`src/rtl/rpps_pkg.sv`:
```
// ----------------------------------------------------------------------------
// rpps_pkg
// types and constants for the reach / push phase sequencer
// ----------------------------------------------------------------------------
package rpps_pkg;

    localparam int CMD_W      = 3;
    localparam int MASK_W     = 12;
    localparam int REPLY_W    = 2;
    localparam int PHASE_W    = 4;
    localparam int CFG_IDX_W  = 2;
    localparam int CFG_DATA_W = 16;

    localparam logic [CFG_IDX_W-1:0] CFG_ARM_TIMEOUT  = 2'd0;
    localparam logic [CFG_IDX_W-1:0] CFG_FING_TIMEOUT = 2'd1;
    localparam logic [CFG_IDX_W-1:0] CFG_PUSH_TIMEOUT = 2'd2;

    localparam logic [CFG_DATA_W-1:0] ARM_TIMEOUT_RST  = 16'd500;
    localparam logic [CFG_DATA_W-1:0] FING_TIMEOUT_RST = 16'd1000;
    localparam logic [CFG_DATA_W-1:0] PUSH_TIMEOUT_RST = 16'd400;

    localparam logic [MASK_W-1:0] A_VISUAL    = 12'h001;
    localparam logic [MASK_W-1:0] A_TACTILE   = 12'h002;
    localparam logic [MASK_W-1:0] A_FILT_OFF  = 12'h004;
    localparam logic [MASK_W-1:0] A_ARM_APP   = 12'h008;
    localparam logic [MASK_W-1:0] A_FING_APP  = 12'h010;
    localparam logic [MASK_W-1:0] A_FOLLOW    = 12'h020;
    localparam logic [MASK_W-1:0] A_PUSH      = 12'h040;
    localparam logic [MASK_W-1:0] A_HOME      = 12'h080;
    localparam logic [MASK_W-1:0] A_FING_REST = 12'h100;
    localparam logic [MASK_W-1:0] A_ARM_STOP  = 12'h200;
    localparam logic [MASK_W-1:0] A_FING_STOP = 12'h400;
    localparam logic [MASK_W-1:0] A_CTX_REST  = 12'h800;

    typedef enum logic [CMD_W-1:0] {
        CMD_TICK   = 3'd0,
        CMD_HOME_R = 3'd1,
        CMD_HOME_L = 3'd2,
        CMD_LOCAL  = 3'd3,
        CMD_APP_R  = 3'd4,
        CMD_PUSH_R = 3'd5,
        CMD_STOP   = 3'd6
    } cmd_t;

    typedef enum logic [PHASE_W-1:0] {
        PH_IDLE           = 4'd0,
        PH_LOCALIZE       = 4'd1,
        PH_ARM_APP        = 4'd2,
        PH_WAIT_ARM_APP   = 4'd3,
        PH_FING_APP       = 4'd4,
        PH_WAIT_FING_APP  = 4'd5,
        PH_PUSH           = 4'd6,
        PH_WAIT_PUSH      = 4'd7,
        PH_ARM_HOME       = 4'd8,
        PH_WAIT_ARM_HOME  = 4'd9,
        PH_FING_REST      = 4'd10,
        PH_WAIT_FING_REST = 4'd11,
        PH_STOP           = 4'd12
    } phase_t;

    typedef enum logic [1:0] {
        SIDE_NONE  = 2'd0,
        SIDE_RIGHT = 2'd1,
        SIDE_LEFT  = 2'd2
    } side_t;

    typedef enum logic [REPLY_W-1:0] {
        REPLY_TICK   = 2'd0,
        REPLY_ACCEPT = 2'd1,
        REPLY_BUSY   = 2'd2
    } reply_t;

    typedef struct packed {
        logic [CMD_W-1:0] cmd;
        logic             query_ok;
        logic             motion_done;
        logic             estimate_available;
    } in_item_t;

    typedef struct packed {
        phase_t phase;
        side_t  side;
        logic   approach_done;
        logic   stopped_push;
    } seq_state_t;

    typedef struct packed {
        logic [MASK_W-1:0] action_mask;
        logic              action_hand;
        reply_t            reply;
        phase_t            phase_now;
        logic              approach_ready;
    } out_item_t;

endpackage

```
`src/rtl/rpps_if.sv`:
```
// ----------------------------------------------------------------------------
// rpps_if
// valid / ready channels for the sequencer input items and results
// ----------------------------------------------------------------------------
interface rpps_in_if;
    logic                       valid;
    logic                       ready;
    logic [rpps_pkg::CMD_W-1:0] cmd;
    logic                       query_ok;
    logic                       motion_done;
    logic                       estimate_available;

    modport source (
        output valid,
        output cmd,
        output query_ok,
        output motion_done,
        output estimate_available,
        input  ready
    );

    modport sink (
        input  valid,
        input  cmd,
        input  query_ok,
        input  motion_done,
        input  estimate_available,
        output ready
    );
endinterface

interface rpps_out_if;
    logic                         valid;
    logic                         ready;
    logic [rpps_pkg::MASK_W-1:0]  action_mask;
    logic                         action_hand;
    logic [rpps_pkg::REPLY_W-1:0] reply;
    logic [rpps_pkg::PHASE_W-1:0] phase_now;
    logic                         approach_ready;

    modport source (
        output valid,
        output action_mask,
        output action_hand,
        output reply,
        output phase_now,
        output approach_ready,
        input  ready
    );

    modport sink (
        input  valid,
        input  action_mask,
        input  action_hand,
        input  reply,
        input  phase_now,
        input  approach_ready,
        output ready
    );
endinterface

```
`src/rtl/rpps_step.sv`:
```
// ----------------------------------------------------------------------------
// rpps_step
// phase transition, action strobes and timeout check for one item
// ----------------------------------------------------------------------------
module rpps_step #(
    parameter int TIMER_BITS = 16
) (
    input  rpps_pkg::in_item_t                item,
    input  rpps_pkg::seq_state_t              state,
    input  logic [TIMER_BITS-1:0]             elapsed,
    input  logic [rpps_pkg::CFG_DATA_W-1:0]   arm_timeout,
    input  logic [rpps_pkg::CFG_DATA_W-1:0]   fing_timeout,
    input  logic [rpps_pkg::CFG_DATA_W-1:0]   push_timeout,
    output rpps_pkg::seq_state_t              state_next,
    output logic [TIMER_BITS-1:0]             elapsed_next,
    output rpps_pkg::out_item_t               result
);

    localparam int CMP_W = (TIMER_BITS > rpps_pkg::CFG_DATA_W) ?
                           TIMER_BITS : rpps_pkg::CFG_DATA_W;

    logic                            has_hand;
    logic                            ok;
    logic                            done;
    logic                            timed_out;
    logic [TIMER_BITS-1:0]           elapsed_inc;
    logic [rpps_pkg::CFG_DATA_W-1:0] limit;
    logic [rpps_pkg::MASK_W-1:0]     mask;
    rpps_pkg::reply_t                reply;
    rpps_pkg::cmd_t                  cmd;

    assign cmd      = rpps_pkg::cmd_t'(item.cmd);
    assign has_hand = (state.side == rpps_pkg::SIDE_RIGHT) ||
                      (state.side == rpps_pkg::SIDE_LEFT);
    assign ok       = has_hand && item.query_ok;
    assign done     = ok && item.motion_done;

    // saturating wait counter
    assign elapsed_inc = (elapsed == {TIMER_BITS{1'b1}}) ? elapsed
                                                          : elapsed + TIMER_BITS'(1);

    always_comb
    begin
        case (state.phase)
            rpps_pkg::PH_WAIT_ARM_APP,
            rpps_pkg::PH_WAIT_ARM_HOME:  limit = arm_timeout;
            rpps_pkg::PH_WAIT_FING_APP,
            rpps_pkg::PH_WAIT_FING_REST: limit = fing_timeout;
            default:                     limit = push_timeout;
        endcase
    end

    assign timed_out = CMP_W'(elapsed_inc) > CMP_W'(limit);

    always_comb
    begin
        state_next   = state;
        elapsed_next = elapsed;
        mask         = '0;
        reply        = rpps_pkg::REPLY_TICK;

        case (cmd)
            rpps_pkg::CMD_HOME_R,
            rpps_pkg::CMD_HOME_L,
            rpps_pkg::CMD_LOCAL,
            rpps_pkg::CMD_APP_R,
            rpps_pkg::CMD_PUSH_R:
            begin
                if (state.phase != rpps_pkg::PH_IDLE)
                begin
                    reply = rpps_pkg::REPLY_BUSY;
                end
                else
                begin
                    reply                   = rpps_pkg::REPLY_ACCEPT;
                    state_next.stopped_push = 1'b0;
                    case (cmd)
                        rpps_pkg::CMD_HOME_R:
                        begin
                            state_next.phase = rpps_pkg::PH_FING_REST;
                            state_next.side  = rpps_pkg::SIDE_RIGHT;
                        end
                        rpps_pkg::CMD_HOME_L:
                        begin
                            state_next.phase = rpps_pkg::PH_FING_REST;
                            state_next.side  = rpps_pkg::SIDE_LEFT;
                        end
                        rpps_pkg::CMD_LOCAL:
                        begin
                            state_next.phase = rpps_pkg::PH_LOCALIZE;
                        end
                        rpps_pkg::CMD_APP_R:
                        begin
                            state_next.phase = rpps_pkg::PH_ARM_APP;
                            state_next.side  = rpps_pkg::SIDE_RIGHT;
                        end
                        default:
                        begin
                            state_next.phase = rpps_pkg::PH_PUSH;
                            state_next.side  = rpps_pkg::SIDE_RIGHT;
                        end
                    endcase
                end
            end

            rpps_pkg::CMD_STOP:
            begin
                reply                   = rpps_pkg::REPLY_ACCEPT;
                state_next.stopped_push = (state.phase == rpps_pkg::PH_PUSH) ||
                                          (state.phase == rpps_pkg::PH_WAIT_PUSH);
                state_next.phase        = rpps_pkg::PH_STOP;
            end

            rpps_pkg::CMD_TICK:
            begin
                case (state.phase)
                    rpps_pkg::PH_IDLE:
                    begin
                        state_next.phase = rpps_pkg::PH_IDLE;
                    end

                    rpps_pkg::PH_LOCALIZE:
                    begin
                        mask             = rpps_pkg::A_VISUAL;
                        state_next.phase = rpps_pkg::PH_IDLE;
                    end

                    rpps_pkg::PH_ARM_APP:
                    begin
                        state_next.approach_done = 1'b0;
                        if (!has_hand)
                        begin
                            state_next.phase = rpps_pkg::PH_IDLE;
                        end
                        else
                        begin
                            if (item.estimate_available)
                                mask = rpps_pkg::A_ARM_APP;
                            state_next.phase = rpps_pkg::PH_WAIT_ARM_APP;
                            elapsed_next     = '0;
                        end
                    end

                    rpps_pkg::PH_WAIT_ARM_APP:
                    begin
                        elapsed_next = elapsed_inc;
                        if (!ok || timed_out)
                        begin
                            mask             = rpps_pkg::A_ARM_STOP;
                            state_next.phase = rpps_pkg::PH_IDLE;
                        end
                        if (done)
                            state_next.phase = rpps_pkg::PH_FING_APP;
                    end

                    rpps_pkg::PH_FING_APP:
                    begin
                        if (!has_hand)
                        begin
                            state_next.phase = rpps_pkg::PH_IDLE;
                        end
                        else
                        begin
                            mask             = rpps_pkg::A_FING_APP;
                            state_next.phase = rpps_pkg::PH_WAIT_FING_APP;
                            elapsed_next     = '0;
                        end
                    end

                    rpps_pkg::PH_WAIT_FING_APP:
                    begin
                        elapsed_next = elapsed_inc;
                        if (!ok || timed_out)
                        begin
                            mask             = rpps_pkg::A_FING_STOP;
                            state_next.phase = rpps_pkg::PH_IDLE;
                        end
                        if (done)
                        begin
                            state_next.phase         = rpps_pkg::PH_IDLE;
                            state_next.approach_done = 1'b1;
                        end
                    end

                    rpps_pkg::PH_PUSH:
                    begin
                        if (!state.approach_done)
                        begin
                            state_next.phase = rpps_pkg::PH_IDLE;
                        end
                        else
                        begin
                            mask = rpps_pkg::A_PUSH | rpps_pkg::A_TACTILE |
                                   rpps_pkg::A_FOLLOW;
                            state_next.phase = rpps_pkg::PH_WAIT_PUSH;
                            elapsed_next     = '0;
                        end
                    end

                    rpps_pkg::PH_WAIT_PUSH:
                    begin
                        elapsed_next = elapsed_inc;
                        if (!ok || timed_out || done)
                        begin
                            mask = rpps_pkg::A_ARM_STOP | rpps_pkg::A_FING_STOP |
                                   rpps_pkg::A_FILT_OFF | rpps_pkg::A_CTX_REST;
                            state_next.phase = rpps_pkg::PH_IDLE;
                        end
                    end

                    rpps_pkg::PH_FING_REST:
                    begin
                        if (!has_hand)
                        begin
                            state_next.phase = rpps_pkg::PH_IDLE;
                        end
                        else
                        begin
                            mask             = rpps_pkg::A_FING_REST;
                            state_next.phase = rpps_pkg::PH_WAIT_FING_REST;
                            elapsed_next     = '0;
                        end
                    end

                    rpps_pkg::PH_WAIT_FING_REST:
                    begin
                        elapsed_next = elapsed_inc;
                        if (!ok || timed_out)
                        begin
                            mask             = rpps_pkg::A_FING_STOP;
                            state_next.phase = rpps_pkg::PH_IDLE;
                        end
                        if (done)
                            state_next.phase = rpps_pkg::PH_ARM_HOME;
                    end

                    rpps_pkg::PH_ARM_HOME:
                    begin
                        if (!has_hand)
                        begin
                            state_next.phase = rpps_pkg::PH_IDLE;
                        end
                        else
                        begin
                            mask             = rpps_pkg::A_HOME;
                            state_next.phase = rpps_pkg::PH_WAIT_ARM_HOME;
                            elapsed_next     = '0;
                        end
                    end

                    rpps_pkg::PH_WAIT_ARM_HOME:
                    begin
                        elapsed_next = elapsed_inc;
                        if (!ok || timed_out)
                        begin
                            mask             = rpps_pkg::A_ARM_STOP;
                            state_next.phase = rpps_pkg::PH_IDLE;
                        end
                        if (done)
                            state_next.phase = rpps_pkg::PH_IDLE;
                    end

                    rpps_pkg::PH_STOP:
                    begin
                        mask = rpps_pkg::A_ARM_STOP | rpps_pkg::A_FING_STOP |
                               rpps_pkg::A_FILT_OFF;
                        if (state.stopped_push)
                            mask = mask | rpps_pkg::A_CTX_REST;
                        state_next.approach_done = 1'b0;
                        state_next.phase         = rpps_pkg::PH_IDLE;
                    end

                    default:
                    begin
                        state_next.phase = rpps_pkg::PH_IDLE;
                    end
                endcase
            end

            default:
            begin
                // unused command code: no effect
                reply = rpps_pkg::REPLY_TICK;
            end
        endcase
    end

    assign result.action_mask    = mask;
    assign result.action_hand    = (state_next.side == rpps_pkg::SIDE_RIGHT) ? 1'b0 : 1'b1;
    assign result.reply          = reply;
    assign result.phase_now      = state_next.phase;
    assign result.approach_ready = state_next.approach_done;

endmodule

```
`src/rtl/reach_push_phase_sequencer_top.sv`:
```
// ----------------------------------------------------------------------------
// reach_push_phase_sequencer_top
// reach / push / home / localize phase sequencer with tick-counted timeouts
// ----------------------------------------------------------------------------
// path: each item is held in the input register, then its result in the result register,
// which keeps its value while the output channel stalls
// throughput: one item per cycle while the output is not stalled; state updates once per item
// reset: phase idle, no hand chosen, flags and wait counter cleared,
// timeout registers at 500 / 1000 / 400 ticks
module reach_push_phase_sequencer_top #(
    parameter int TIMER_BITS = 16
) (
    input  logic                            clk,
    input  logic                            rst_n,
    rpps_in_if.sink                         in_ch,
    rpps_out_if.source                      out_ch,
    input  logic                            cfg_we,
    input  logic [rpps_pkg::CFG_IDX_W-1:0]  cfg_index,
    input  logic [rpps_pkg::CFG_DATA_W-1:0] cfg_data
);

    logic                            in_vld_reg;
    logic                            in_vld_next;
    rpps_pkg::in_item_t              in_item_reg;
    rpps_pkg::in_item_t              in_item_next;
    rpps_pkg::seq_state_t            state_reg;
    rpps_pkg::seq_state_t            state_next;
    logic [TIMER_BITS-1:0]           elapsed_reg;
    logic [TIMER_BITS-1:0]           elapsed_next;
    logic [rpps_pkg::CFG_DATA_W-1:0] arm_timeout_reg;
    logic [rpps_pkg::CFG_DATA_W-1:0] fing_timeout_reg;
    logic [rpps_pkg::CFG_DATA_W-1:0] push_timeout_reg;
    logic                            out_vld_reg;
    logic                            out_vld_next;
    rpps_pkg::out_item_t             out_item_reg;
    rpps_pkg::out_item_t             out_item_next;
    rpps_pkg::seq_state_t            step_state;
    logic [TIMER_BITS-1:0]           step_elapsed;
    rpps_pkg::out_item_t             step_result;
    logic                            advance;
    logic                            fire;
    logic                            in_xfer;

    assign advance   = !out_vld_reg || out_ch.ready;
    assign fire      = in_vld_reg && advance;
    assign in_ch.ready = !in_vld_reg || advance;
    assign in_xfer   = in_ch.valid && in_ch.ready;

    rpps_step #(
        .TIMER_BITS (TIMER_BITS)
    ) u_step (
        .item         (in_item_reg),
        .state        (state_reg),
        .elapsed      (elapsed_reg),
        .arm_timeout  (arm_timeout_reg),
        .fing_timeout (fing_timeout_reg),
        .push_timeout (push_timeout_reg),
        .state_next   (step_state),
        .elapsed_next (step_elapsed),
        .result       (step_result)
    );

    always_comb
    begin
        in_vld_next  = in_ch.ready ? in_ch.valid : in_vld_reg;
        in_item_next = in_item_reg;
        if (in_xfer)
        begin
            in_item_next.cmd                = in_ch.cmd;
            in_item_next.query_ok           = in_ch.query_ok;
            in_item_next.motion_done        = in_ch.motion_done;
            in_item_next.estimate_available = in_ch.estimate_available;
        end
        state_next    = fire ? step_state : state_reg;
        elapsed_next  = fire ? step_elapsed : elapsed_reg;
        out_vld_next  = advance ? in_vld_reg : out_vld_reg;
        out_item_next = fire ? step_result : out_item_reg;
    end

    always_ff @(posedge clk or negedge rst_n)
    begin
        if (!rst_n)
        begin
            in_vld_reg               <= 1'b0;
            out_vld_reg              <= 1'b0;
            state_reg.phase          <= rpps_pkg::PH_IDLE;
            state_reg.side           <= rpps_pkg::SIDE_NONE;
            state_reg.approach_done  <= 1'b0;
            state_reg.stopped_push   <= 1'b0;
            elapsed_reg              <= '0;
            arm_timeout_reg          <= rpps_pkg::ARM_TIMEOUT_RST;
            fing_timeout_reg         <= rpps_pkg::FING_TIMEOUT_RST;
            push_timeout_reg         <= rpps_pkg::PUSH_TIMEOUT_RST;
        end
        else
        begin
            in_vld_reg  <= in_vld_next;
            out_vld_reg <= out_vld_next;
            state_reg   <= state_next;
            elapsed_reg <= elapsed_next;
            if (cfg_we)
            begin
                case (cfg_index)
                    rpps_pkg::CFG_ARM_TIMEOUT:  arm_timeout_reg  <= cfg_data;
                    rpps_pkg::CFG_FING_TIMEOUT: fing_timeout_reg <= cfg_data;
                    rpps_pkg::CFG_PUSH_TIMEOUT: push_timeout_reg <= cfg_data;
                    default:                    ;
                endcase
            end
        end
    end

    always_ff @(posedge clk)
    begin
        in_item_reg  <= in_item_next;
        out_item_reg <= out_item_next;
    end

    assign out_ch.valid          = out_vld_reg;
    assign out_ch.action_mask    = out_item_reg.action_mask;
    assign out_ch.action_hand    = out_item_reg.action_hand;
    assign out_ch.reply          = out_item_reg.reply;
    assign out_ch.phase_now      = out_item_reg.phase_now;
    assign out_ch.approach_ready = out_item_reg.approach_ready;

    a_state_only_on_fire: assert property (
        @(posedge clk) disable iff (!rst_n)
        !fire |=> ($stable(state_reg) && $stable(elapsed_reg))
    ) else $error("sequencer state changed without an item");

    a_cmd_no_strobes: assert property (
        @(posedge clk) disable iff (!rst_n)
        (out_vld_reg && (out_item_reg.reply != rpps_pkg::REPLY_TICK))
            |-> (out_item_reg.action_mask == '0)
    ) else $error("command item issued action strobes");

    a_busy_not_idle: assert property (
        @(posedge clk) disable iff (!rst_n)
        (fire && (step_result.reply == rpps_pkg::REPLY_BUSY))
            |=> (state_reg.phase != rpps_pkg::PH_IDLE)
    ) else $error("busy reply while sequencer idle");

    a_result_tracks_state: assert property (
        @(posedge clk) disable iff (!rst_n)
        fire |=> (out_item_reg.phase_now == state_reg.phase)
    ) else $error("reported phase differs from stored phase");

endmodule
```
`src/flat_wrapper.sv`:
```
// flat-port wrapper written by rule: the top's interface ports become plain ports
module reach_push_phase_sequencer_top_flat 
#(
    parameter int TIMER_BITS = 16
)
  (clk, rst_n, cfg_we, cfg_index, cfg_data, in_ch_valid, in_ch_cmd, in_ch_query_ok, in_ch_motion_done, in_ch_estimate_available, in_ch_ready, out_ch_valid, out_ch_action_mask, out_ch_action_hand, out_ch_reply, out_ch_phase_now, out_ch_approach_ready, out_ch_ready);
  rpps_in_if in_ch_i ();
  rpps_out_if out_ch_i ();
  input  logic clk;
  input  logic rst_n;
  input  logic cfg_we;
  input  logic [rpps_pkg::CFG_IDX_W-1:0] cfg_index;
  input  logic [rpps_pkg::CFG_DATA_W-1:0] cfg_data;
  input wire logic [$bits(in_ch_i.valid)-1:0] in_ch_valid;
  input wire logic [$bits(in_ch_i.cmd)-1:0] in_ch_cmd;
  input wire logic [$bits(in_ch_i.query_ok)-1:0] in_ch_query_ok;
  input wire logic [$bits(in_ch_i.motion_done)-1:0] in_ch_motion_done;
  input wire logic [$bits(in_ch_i.estimate_available)-1:0] in_ch_estimate_available;
  output wire logic [$bits(in_ch_i.ready)-1:0] in_ch_ready;
  output wire logic [$bits(out_ch_i.valid)-1:0] out_ch_valid;
  output wire logic [$bits(out_ch_i.action_mask)-1:0] out_ch_action_mask;
  output wire logic [$bits(out_ch_i.action_hand)-1:0] out_ch_action_hand;
  output wire logic [$bits(out_ch_i.reply)-1:0] out_ch_reply;
  output wire logic [$bits(out_ch_i.phase_now)-1:0] out_ch_phase_now;
  output wire logic [$bits(out_ch_i.approach_ready)-1:0] out_ch_approach_ready;
  input wire logic [$bits(out_ch_i.ready)-1:0] out_ch_ready;
  assign in_ch_i.valid = in_ch_valid;
  assign in_ch_i.cmd = in_ch_cmd;
  assign in_ch_i.query_ok = in_ch_query_ok;
  assign in_ch_i.motion_done = in_ch_motion_done;
  assign in_ch_i.estimate_available = in_ch_estimate_available;
  assign in_ch_ready = in_ch_i.ready;
  assign out_ch_valid = out_ch_i.valid;
  assign out_ch_action_mask = out_ch_i.action_mask;
  assign out_ch_action_hand = out_ch_i.action_hand;
  assign out_ch_reply = out_ch_i.reply;
  assign out_ch_phase_now = out_ch_i.phase_now;
  assign out_ch_approach_ready = out_ch_i.approach_ready;
  assign out_ch_i.ready = out_ch_ready;
  reach_push_phase_sequencer_top #(.TIMER_BITS(TIMER_BITS)) u_core (.clk(clk), .rst_n(rst_n), .in_ch(in_ch_i), .out_ch(out_ch_i), .cfg_we(cfg_we), .cfg_index(cfg_index), .cfg_data(cfg_data));
endmodule
```
`config.mk`:
```
export PLATFORM = sky130hd
export DESIGN_NAME = reach_push_phase_sequencer_top_flat
export DESIGN_NICKNAME = d
export VERILOG_FILES = /design/src/rtl/rpps_pkg.sv /design/src/rtl/rpps_if.sv /design/src/rtl/rpps_step.sv /design/src/rtl/reach_push_phase_sequencer_top.sv /design/src/flat_wrapper.sv
export SDC_FILE = /design/constraint.sdc
export NUM_CORES = 1
export LEC_CHECK = 0
export BUFFER_PORTS_ARGS = -buffer_cell sky130_fd_sc_hd__clkbuf_2
export CAP_MARGIN = 20
export CORE_ASPECT_RATIO = 1.75
export CORE_UTILIZATION = 45
export DETAILED_ROUTE_END_ITERATION = 6
export PLACE_DENSITY = 0.77
export SLEW_MARGIN = 10
export SYNTH_ARGS = -nofsm -noshare
export SYNTH_HDL_FRONTEND = slang
export SYNTH_SLANG_ARGS = --single-unit
```
`constraint.sdc`:
```
create_clock -name clk -period 3.4 [get_ports clk]
set_input_delay 0.17 -clock clk [delete_from_list [all_inputs] [get_ports clk]]
set_output_delay 0.17 -clock clk [all_outputs]
set_load 0.1 [all_outputs]
```
==> results of run 1 <==
## worst max path at each step
stage / slack [ps] / start / depth (start not counted) / endpoint
global placement: -30 / u_core.elapsed_reg[0] / 14 / u_core.out_ch.action_mask[10]
CTS: 0.5 / u_core.state_reg[7] / 14 / u_core.out_ch.phase_now[0]
floorplan: 20 / u_core.elapsed_reg[9] / 15 / u_core.out_ch.action_mask[2]
detailed placement: -130 / u_core.state_reg[7] / 14 / u_core.out_ch.phase_now[0]
finish: 50 / u_core.state_reg[7] / 13 / u_core.out_ch.phase_now[0]
global route: -120 / u_core.elapsed_reg[4] / 16 / u_core.state_reg[5]
## critical path, cell delays in order, from the launching register on
cell	delay [ps]
dfrtp_2	460
nor2b_1	170
a21oi_2	170
nor2_4	90
buf_12	130
a222oi_1	540
ha_4	300
a21oi_2	120
nor2_1	50
or3_4	370
a2111o_1	390
buf_4	160
a21oi_4	130
a21o_2	140
## cell type report
cell class,count,area share
clock buffer,9,0.0334
clock inverter,7,0.0117
inverter,5,0.00279
multi-input combinational,356,0.415
sequential,98,0.385
tap,135,0.0251
timing repair buffer,123,0.127
## repair_timing
action,CTS,global route
resized for setup,6,40
endpoints found under the hold margin,6,0
hold buffers,6,0
pin swaps,0,15
endpoints found under the setup margin,12,12
setup buffers,2,12
## cell families (layout without fill, tap and decap cells)
| logic type | Yosys count | in the layout | synth area share |
|---|---|---|---|
| adder cells (fa/ha/maj) | 17 | 17 | 0.0403 |
| XOR/XNOR | 14 | 14 | 0.0246 |
| AO/OA/AOI/OAI | 110 | 110 | 0.145 |
| AND/OR/NAND/NOR | 159 | 159 | 0.154 |
| buffers and inverters | 33 | 144 | 0.0265 |
| flip-flops | 98 | 98 | 0.491 |
| multiplexers | 56 | 56 | 0.119 |
## layer usage
layer  vias to the layer above  routed length (um)  track usage
met2                       129                7730        0.438
met5                         -                   0            0
met4                         0                 900        0.166
met1                      2127                4640        0.218
met3                        53                 440       0.0380
li1                       2023                   -            -
## power groups by stage
stage | logic (mW) | registers (mW) | clock network (mW)
final | 1.41 | 1.53 | 1.02
after global routing | 1.51 | 1.54 | 1.08
after CTS | 1.28 | 1.52 | 1.04
after detailed placement | 1.27 | 1.54 | 0
after global placement | 1.22 | 1.53 | 0
after floorplan | 0.707 | 1.66 | 0
## cells in the final DEF, fill, tap and decap left out, drive strengths merged, types with 6 or more instances in the layout
cell	instances
nand3	13
o21ai	22
nand4	9
a222oi	16
nor3	9
nor2	37
mux2i	6
dfstp	15
mux2	50
dlygate4sd3	6
buf	68
inv	8
nand2	46
xor2	6
or3	6
a21oi	33
xnor2	8
clkbuf	58
dfrtp	59
ha	17
edfxtp	24
## cells in the mapped netlist, types with 2 or more instances
master | n | area, sq um
inv_1 | 3 | 11.3
xor2_1 | 5 | 43.8
nand3_1 | 13 | 65.1
nand2b_1 | 5 | 31.3
buf_1 | 2 | 7.51
a31o_2 | 2 | 17.5
or2_2 | 5 | 31.3
nor3_1 | 8 | 40.0
and4_1 | 3 | 26.3
xnor2_1 | 8 | 70.1
o31ai_1 | 3 | 22.5
buf_4 | 2 | 15.0
nand4_1 | 8 | 50.1
a21o_1 | 2 | 15.0
nand2_1 | 45 | 169
nor2b_1 | 5 | 31.3
dfstp_2 | 15 | 394
a222oi_1 | 16 | 160
o21a_1 | 5 | 37.5
mux2_2 | 49 | 552
a2111o_1 | 2 | 22.5
a21bo_2 | 2 | 20.0
ha_1 | 17 | 213
clkbuf_1 | 17 | 63.8
nand3b_1 | 5 | 37.5
a22o_1 | 5 | 43.8
buf_2 | 7 | 35.0
mux2i_1 | 6 | 60.1
and3_1 | 4 | 25.0
and2_1 | 5 | 31.3
a31oi_1 | 4 | 25.0
o21ai_0 | 21 | 105
edfxtp_1 | 24 | 721
dfrtp_1 | 59 | 1480
a21oi_1 | 33 | 165
or3_1 | 5 | 31.3
nor2_1 | 37 | 139
## through the flow
stage	power [mW]	hold slack, ps	setup slack (ps)	utilization	instances
detailed placement	2.81	351	-134	0.526	698
global placement	2.75	353	-33.5	0.526	698
CTS	3.84	10.9	0.527	0.561	722
global route	4.14	21.7	-118	0.585	733
floorplan	2.37	-126	18.3	-	487
finish	3.96	12.1	48.9	0.585	733
==> impl_metrics.csv, run 1 <==
group,metric,value,unit
grt,grt_max_degree,75,
floorplan,io_pins,51,
run_status,status,"complete, but fails checks",
yosys,ys_seq_area_frac,0.491,
run_status,violations,"design-rule violations",
yosys,synthesis.nets,533,
detailed_routing,drt-total-wl,13700,um
yosys,yosys_warnings,0,
power,p_leak,2.92,nW
cts,cts-root-buf,"clkbuf_16",
yosys,ys_seq_elements,98,
yosys,syn_area,0.00528,sq mm
floorplan,die_w,83.9,um
power,seqPwrFrac,0.385,
power,vdd_drop_max,0.000501,V
finish,seqCellArea,0.00259,sq mm
setup_path,worstSetupEndpointType,"register",
timing,fmax,0.298,GHz
cts,cts_buffer_depth,2,
finish,nNetsFinal,639,
timing,slew_viol_final,0,
cts,worstSkewPairLatency,360,ps
setup_path,cp_max_fo,8,
finish,drive_gt1_frac,0.428,
cts,cts_max_level,3,
yosys,postSynthCellCount,487,
floorplan,dieArea,0.0122,sq mm
finish,multiInputGateArea,0.00279,sq mm
timing,fin_crit,3350,ps
setup_path,reg2reg_slack,50,ps
power,powerDensity,588,mW/mm^2
detailed_routing,drt_iter0_markers,366,
yosys,synth_edf_count,24,
setup_path,r2r_cells,13,
hold_path,hold_class,"input port to asynchronous set/reset pin",
placement,gp_congestion,0.925,
power,p_switching,1.46,mW
finish,fillers,906,
finish,final_area,0.00673,sq mm
finish,area_growth,27.5,%
floorplan,core_area,0.0115,sq mm
grt,first_global_vias,4585,
setup_path,crit_path_start_kind,"register",
yosys,synth_cell_types,67,
timing,fin_crit_sh,0.986,
timing,hold_viol,0,
grt,grt_pass1_wl,21800,um
yosys,ys_async_sr_fraction,0.755,
timing,rsz0062_at_grt,"true",
floorplan,floorplan.initialDensity,0.459,
detailed_routing,vias,4332,
detailed_routing,drc_errors,8,
detailed_routing,vias_per_cell,5.91,
cts,cts_buffers,9,
power,p_int,2.50,mW
floorplan,std_cell_rows,52,
cts,path_clk_slew,80,ps
timing,slew_headroom,0.374,
setup_path,reg2reg_from,"u_core.state_reg[7]",
setup_path,crit_type,"register to register",
placement,port_buffers,50,
grt,grt_util_all_layers,0.231,
power,pwr-share-comb,0.356,
finish,diodes,0,
timing,tns,0,ps
floorplan,die_h,145,um
setup_path,r2r-end,"u_core.out_ch.phase_now[0]",
detailed_routing,dr.pass1.iters,7,
timing,worst_pin_slew,938,ps
setup_path,cp.arrival,3580,ps
grt,antenna_found_initial,0,
detailed_routing,routedWlPerCell,18.7,um
setup_path,required,3630,ps
power,p_clk_frac,0.259,
timing,fin_skew,12.9,ps
detailed_routing,ant_nets,0,
power,switching_share,0.369,
yosys,synthFlopType,"dfrtp_1",
placement,place_hpwl,10100,um
cts,cts_tree,"done",
cts,cts_sinks,98,
job,cap_violations,0,
grt,gr-total-overflow,0,
placement,placed_cell_area,0.00606,sq mm
yosys,syn_avg_cell_area,10.8,sq um
timing,setup-violations-final,0,
Note: power is estimated with default switching activity, not from simulation.
==> run 2: changes to the inputs <==
- HOLD_SLACK_MARGIN: default -> 0.12
==> run 2 against run 1 <==
Effect of this change:
- the run still ends with design-rule violations left
- first-iteration DRC count is 4.4% lower
- sequential cell count is the same
- wire length is 2.0% higher
- hold slack better by 430 ps
- sequential share of layout area shrank 1.1 points
- critical path type unchanged
- critical endpoint is now u_core.state_reg[5]
- largest power group unchanged
==> impl_metrics.csv, run 2 (same netlist as run 1, synthesis figures left out) <==
group,metric,value,unit
run_status,status,"complete, but fails checks",
run_status,violations,"design-rule violations",
setup_path,cp_top_family,"simple AND/OR/NAND/NOR gates",
timing,slew_headroom,0.379,
finish,nNetsFinal,658,
power,seqPwrFrac,0.383,
grt,antenna_found_initial,0,
floorplan,die_w,83.9,um
finish,drive_gt1_frac,0.415,
finish,area_growth,31.1,%
finish,diodes,0,
setup_path,worstPathCellList,"and4_4 -> nand2_2 -> nor3_4 -> and3_4 -> nand3b_1 -> o21a_1 -> ha_4 -> nand4_4 -> buf_6 -> nor4_4 -> buf_4 -> a2111o_1 -> nand2_2 -> buf_6 -> a31o_4 -> mux2_4",
setup_path,cp_max_fo,4,
setup_path,slowest_stage,"dfrtp_1",
floorplan,std_cell_rows,52,
timing,fin_crit_sh,0.979,
finish,final_cells,752,
cts,worstSkewPairLatency,360,ps
detailed_routing,drt-total-wl,14000,um
grt,first_global_vias,4700,
power,powerDensity,576,mW/mm^2
setup_path,slowest_delay,370,ps
power,vdd_drop_max,0.000514,V
cts,cts_buffers,9,
setup_path,reg2reg_slack,70,ps
timing,fmax,0.300,GHz
floorplan,die_h,145,um
placement,place_hpwl,10100,um
finish,most-common-layout-cells,"buf_4 (61), dfrtp_1 (56), mux2_2 (49), clkbuf_2 (49), nand2_1 (41)",
finish,final_core_util,0.601,
detailed_routing,vias,4437,
power,p_clk_frac,0.258,
setup_path,required,3640,ps
hold_path,hold_class,"input port to register",
cts,cts_max_level,3,
setup_path,crit_type,"register to register",
detailed_routing,routedWlPerCell,18.6,um
grt,busiest_layer,"met2",
detailed_routing,vias_per_cell,5.90,
power,pwr-share-comb,0.359,
setup_path,r2r_cells,16,
floorplan,io_pins,51,
floorplan,dieArea,0.0122,sq mm
timing,hold_viol,0,
placement,place_inst,698,
grt,gr-total-overflow,0,
grt,grt_max_degree,75,
power,p_leak,3.00,nW
timing,rsz0062_at_grt,"true",
timing,slew_viol_final,0,
grt,grt_pass1_wl,22100,um
detailed_routing,drc_errors,6,
power,p_switching,1.47,mW
grt,met3_usage,0.0374,
cts,cts_tree,"done",
grt,met2_usage,0.442,
cts,cts_sinks,98,
cts,cts-root-buf,"clkbuf_16",
finish,mostFrequentLayoutCell,"buf_4",
floorplan,core_area,0.0115,sq mm
timing,fin_crit,3330,ps
setup_path,path_buf_inv,3,
power,p_int,2.51,mW
timing,worst_pin_slew,932,ps
cts,cts_buffer_depth,2,
hold_path,min_path_cells,4,
setup_path,critical_path_cell_count,16,
detailed_routing,dr.pass1.iters,7,
setup_path,crit_path_start_kind,"register",
grt,grt_util_all_layers,0.234,
setup_path,cp.arrival,3570,ps
job,cap_violations,0,
placement,port_buffers,50,
detailed_routing,drt_iter0_markers,350,
setup_path,worstSetupEndpointType,"register",
placement,gp_congestion,0.925,
cts,path_clk_slew,80,ps
power,switching_share,0.370,
timing,setup-violations-final,0,
grt,grt_use_met1,0.221,
timing,fin_skew,12.9,ps
floorplan,floorplan.initialDensity,0.459,
detailed_routing,ant_nets,0,
run 2: cell types whose count changed in the layout (fill, tap and decap cells not counted):
cell,before,now
dlygate4sd3_1,6,25
run 2: area by class of cell:
cell class	count	area (sq um)
Sequential cell	98	2590
Clock buffer	9	225
Clock inverter	7	78.8
Tap cell	135	169
Timing Repair Buffer	142	1040
Multi-Input combinational cell	356	2790
Fill cell	891	4590
Inverter	5	18.8
run 2: repair_timing:
| item | 4_1_cts | 5_1_grt |
|---|---|---|
| setup endpoints to repair | 12 | 12 |
| hold buffers | 25 | 0 |
| setup buffers | 2 | 12 |
| hold endpoints to repair | 115 | 0 |
| pin swaps | 0 | 15 |
| gates resized for setup | 6 | 40 |
run 2: worst register-to-register path: stages (launching register included):
cell	delay, ps
dfrtp_1	370
and4_4	230
nand2_2	90
nor3_4	200
and3_4	210
nand3b_1	120
o21a_1	180
ha_4	290
nand4_4	130
buf_6	150
nor4_4	270
buf_4	160
a2111o_1	170
nand2_2	70
buf_6	110
a31o_4	210
mux2_4	250
run 2: layer usage:
| metal | wire, um | part of all wire |
|---|---|---|
| met5 | 0 | 0 |
| met4 | 863 | 0.062 |
| met3 | 505 | 0.036 |
| met2 | 7880 | 0.56 |
| met1 | 4730 | 0.34 |
run 2: power groups by stage:
stage	clock (mW)	combinational, mW	sequential, mW
6_report	1.03	1.43	1.53
5_1_grt	1.08	1.53	1.54
4_1_cts	1.04	1.30	1.52
3_5_place_dp	0	1.27	1.54
3_3_place_gp	0	1.22	1.53
2_1_floorplan	0	0.707	1.66
run 2: final timing paths:
kind,end,startpoint
setup / recovery,u_core.state_reg[5],u_core.elapsed_reg[5]
hold / removal,u_core.arm_timeout_reg[14],cfg_index[1]
min in group asynchronous,u_core.fing_timeout_reg[12],rst_n
max in group asynchronous,u_core.elapsed_reg[3],rst_n
setup reg to reg,u_core.state_reg[5],u_core.elapsed_reg[5]
hold reg to reg,u_core.out_ch.valid,u_core.in_vld_reg
run 2: stage by stage:
step                      setup TNS (ps)  setup slack, ps  total power, mW  area [sq um]  hold slack [ps]
after floorplan                        0             18.3             2.37          5320             -126
after global placement              -166            -33.5             2.75          6060              353
after detailed placement           -1210             -134             2.81          6060              351
after CTS                              0            0.527             3.86          6650              430
after global routing                -770             -133             4.16          6920              463
final                                  0             71.1             3.99          6920              438
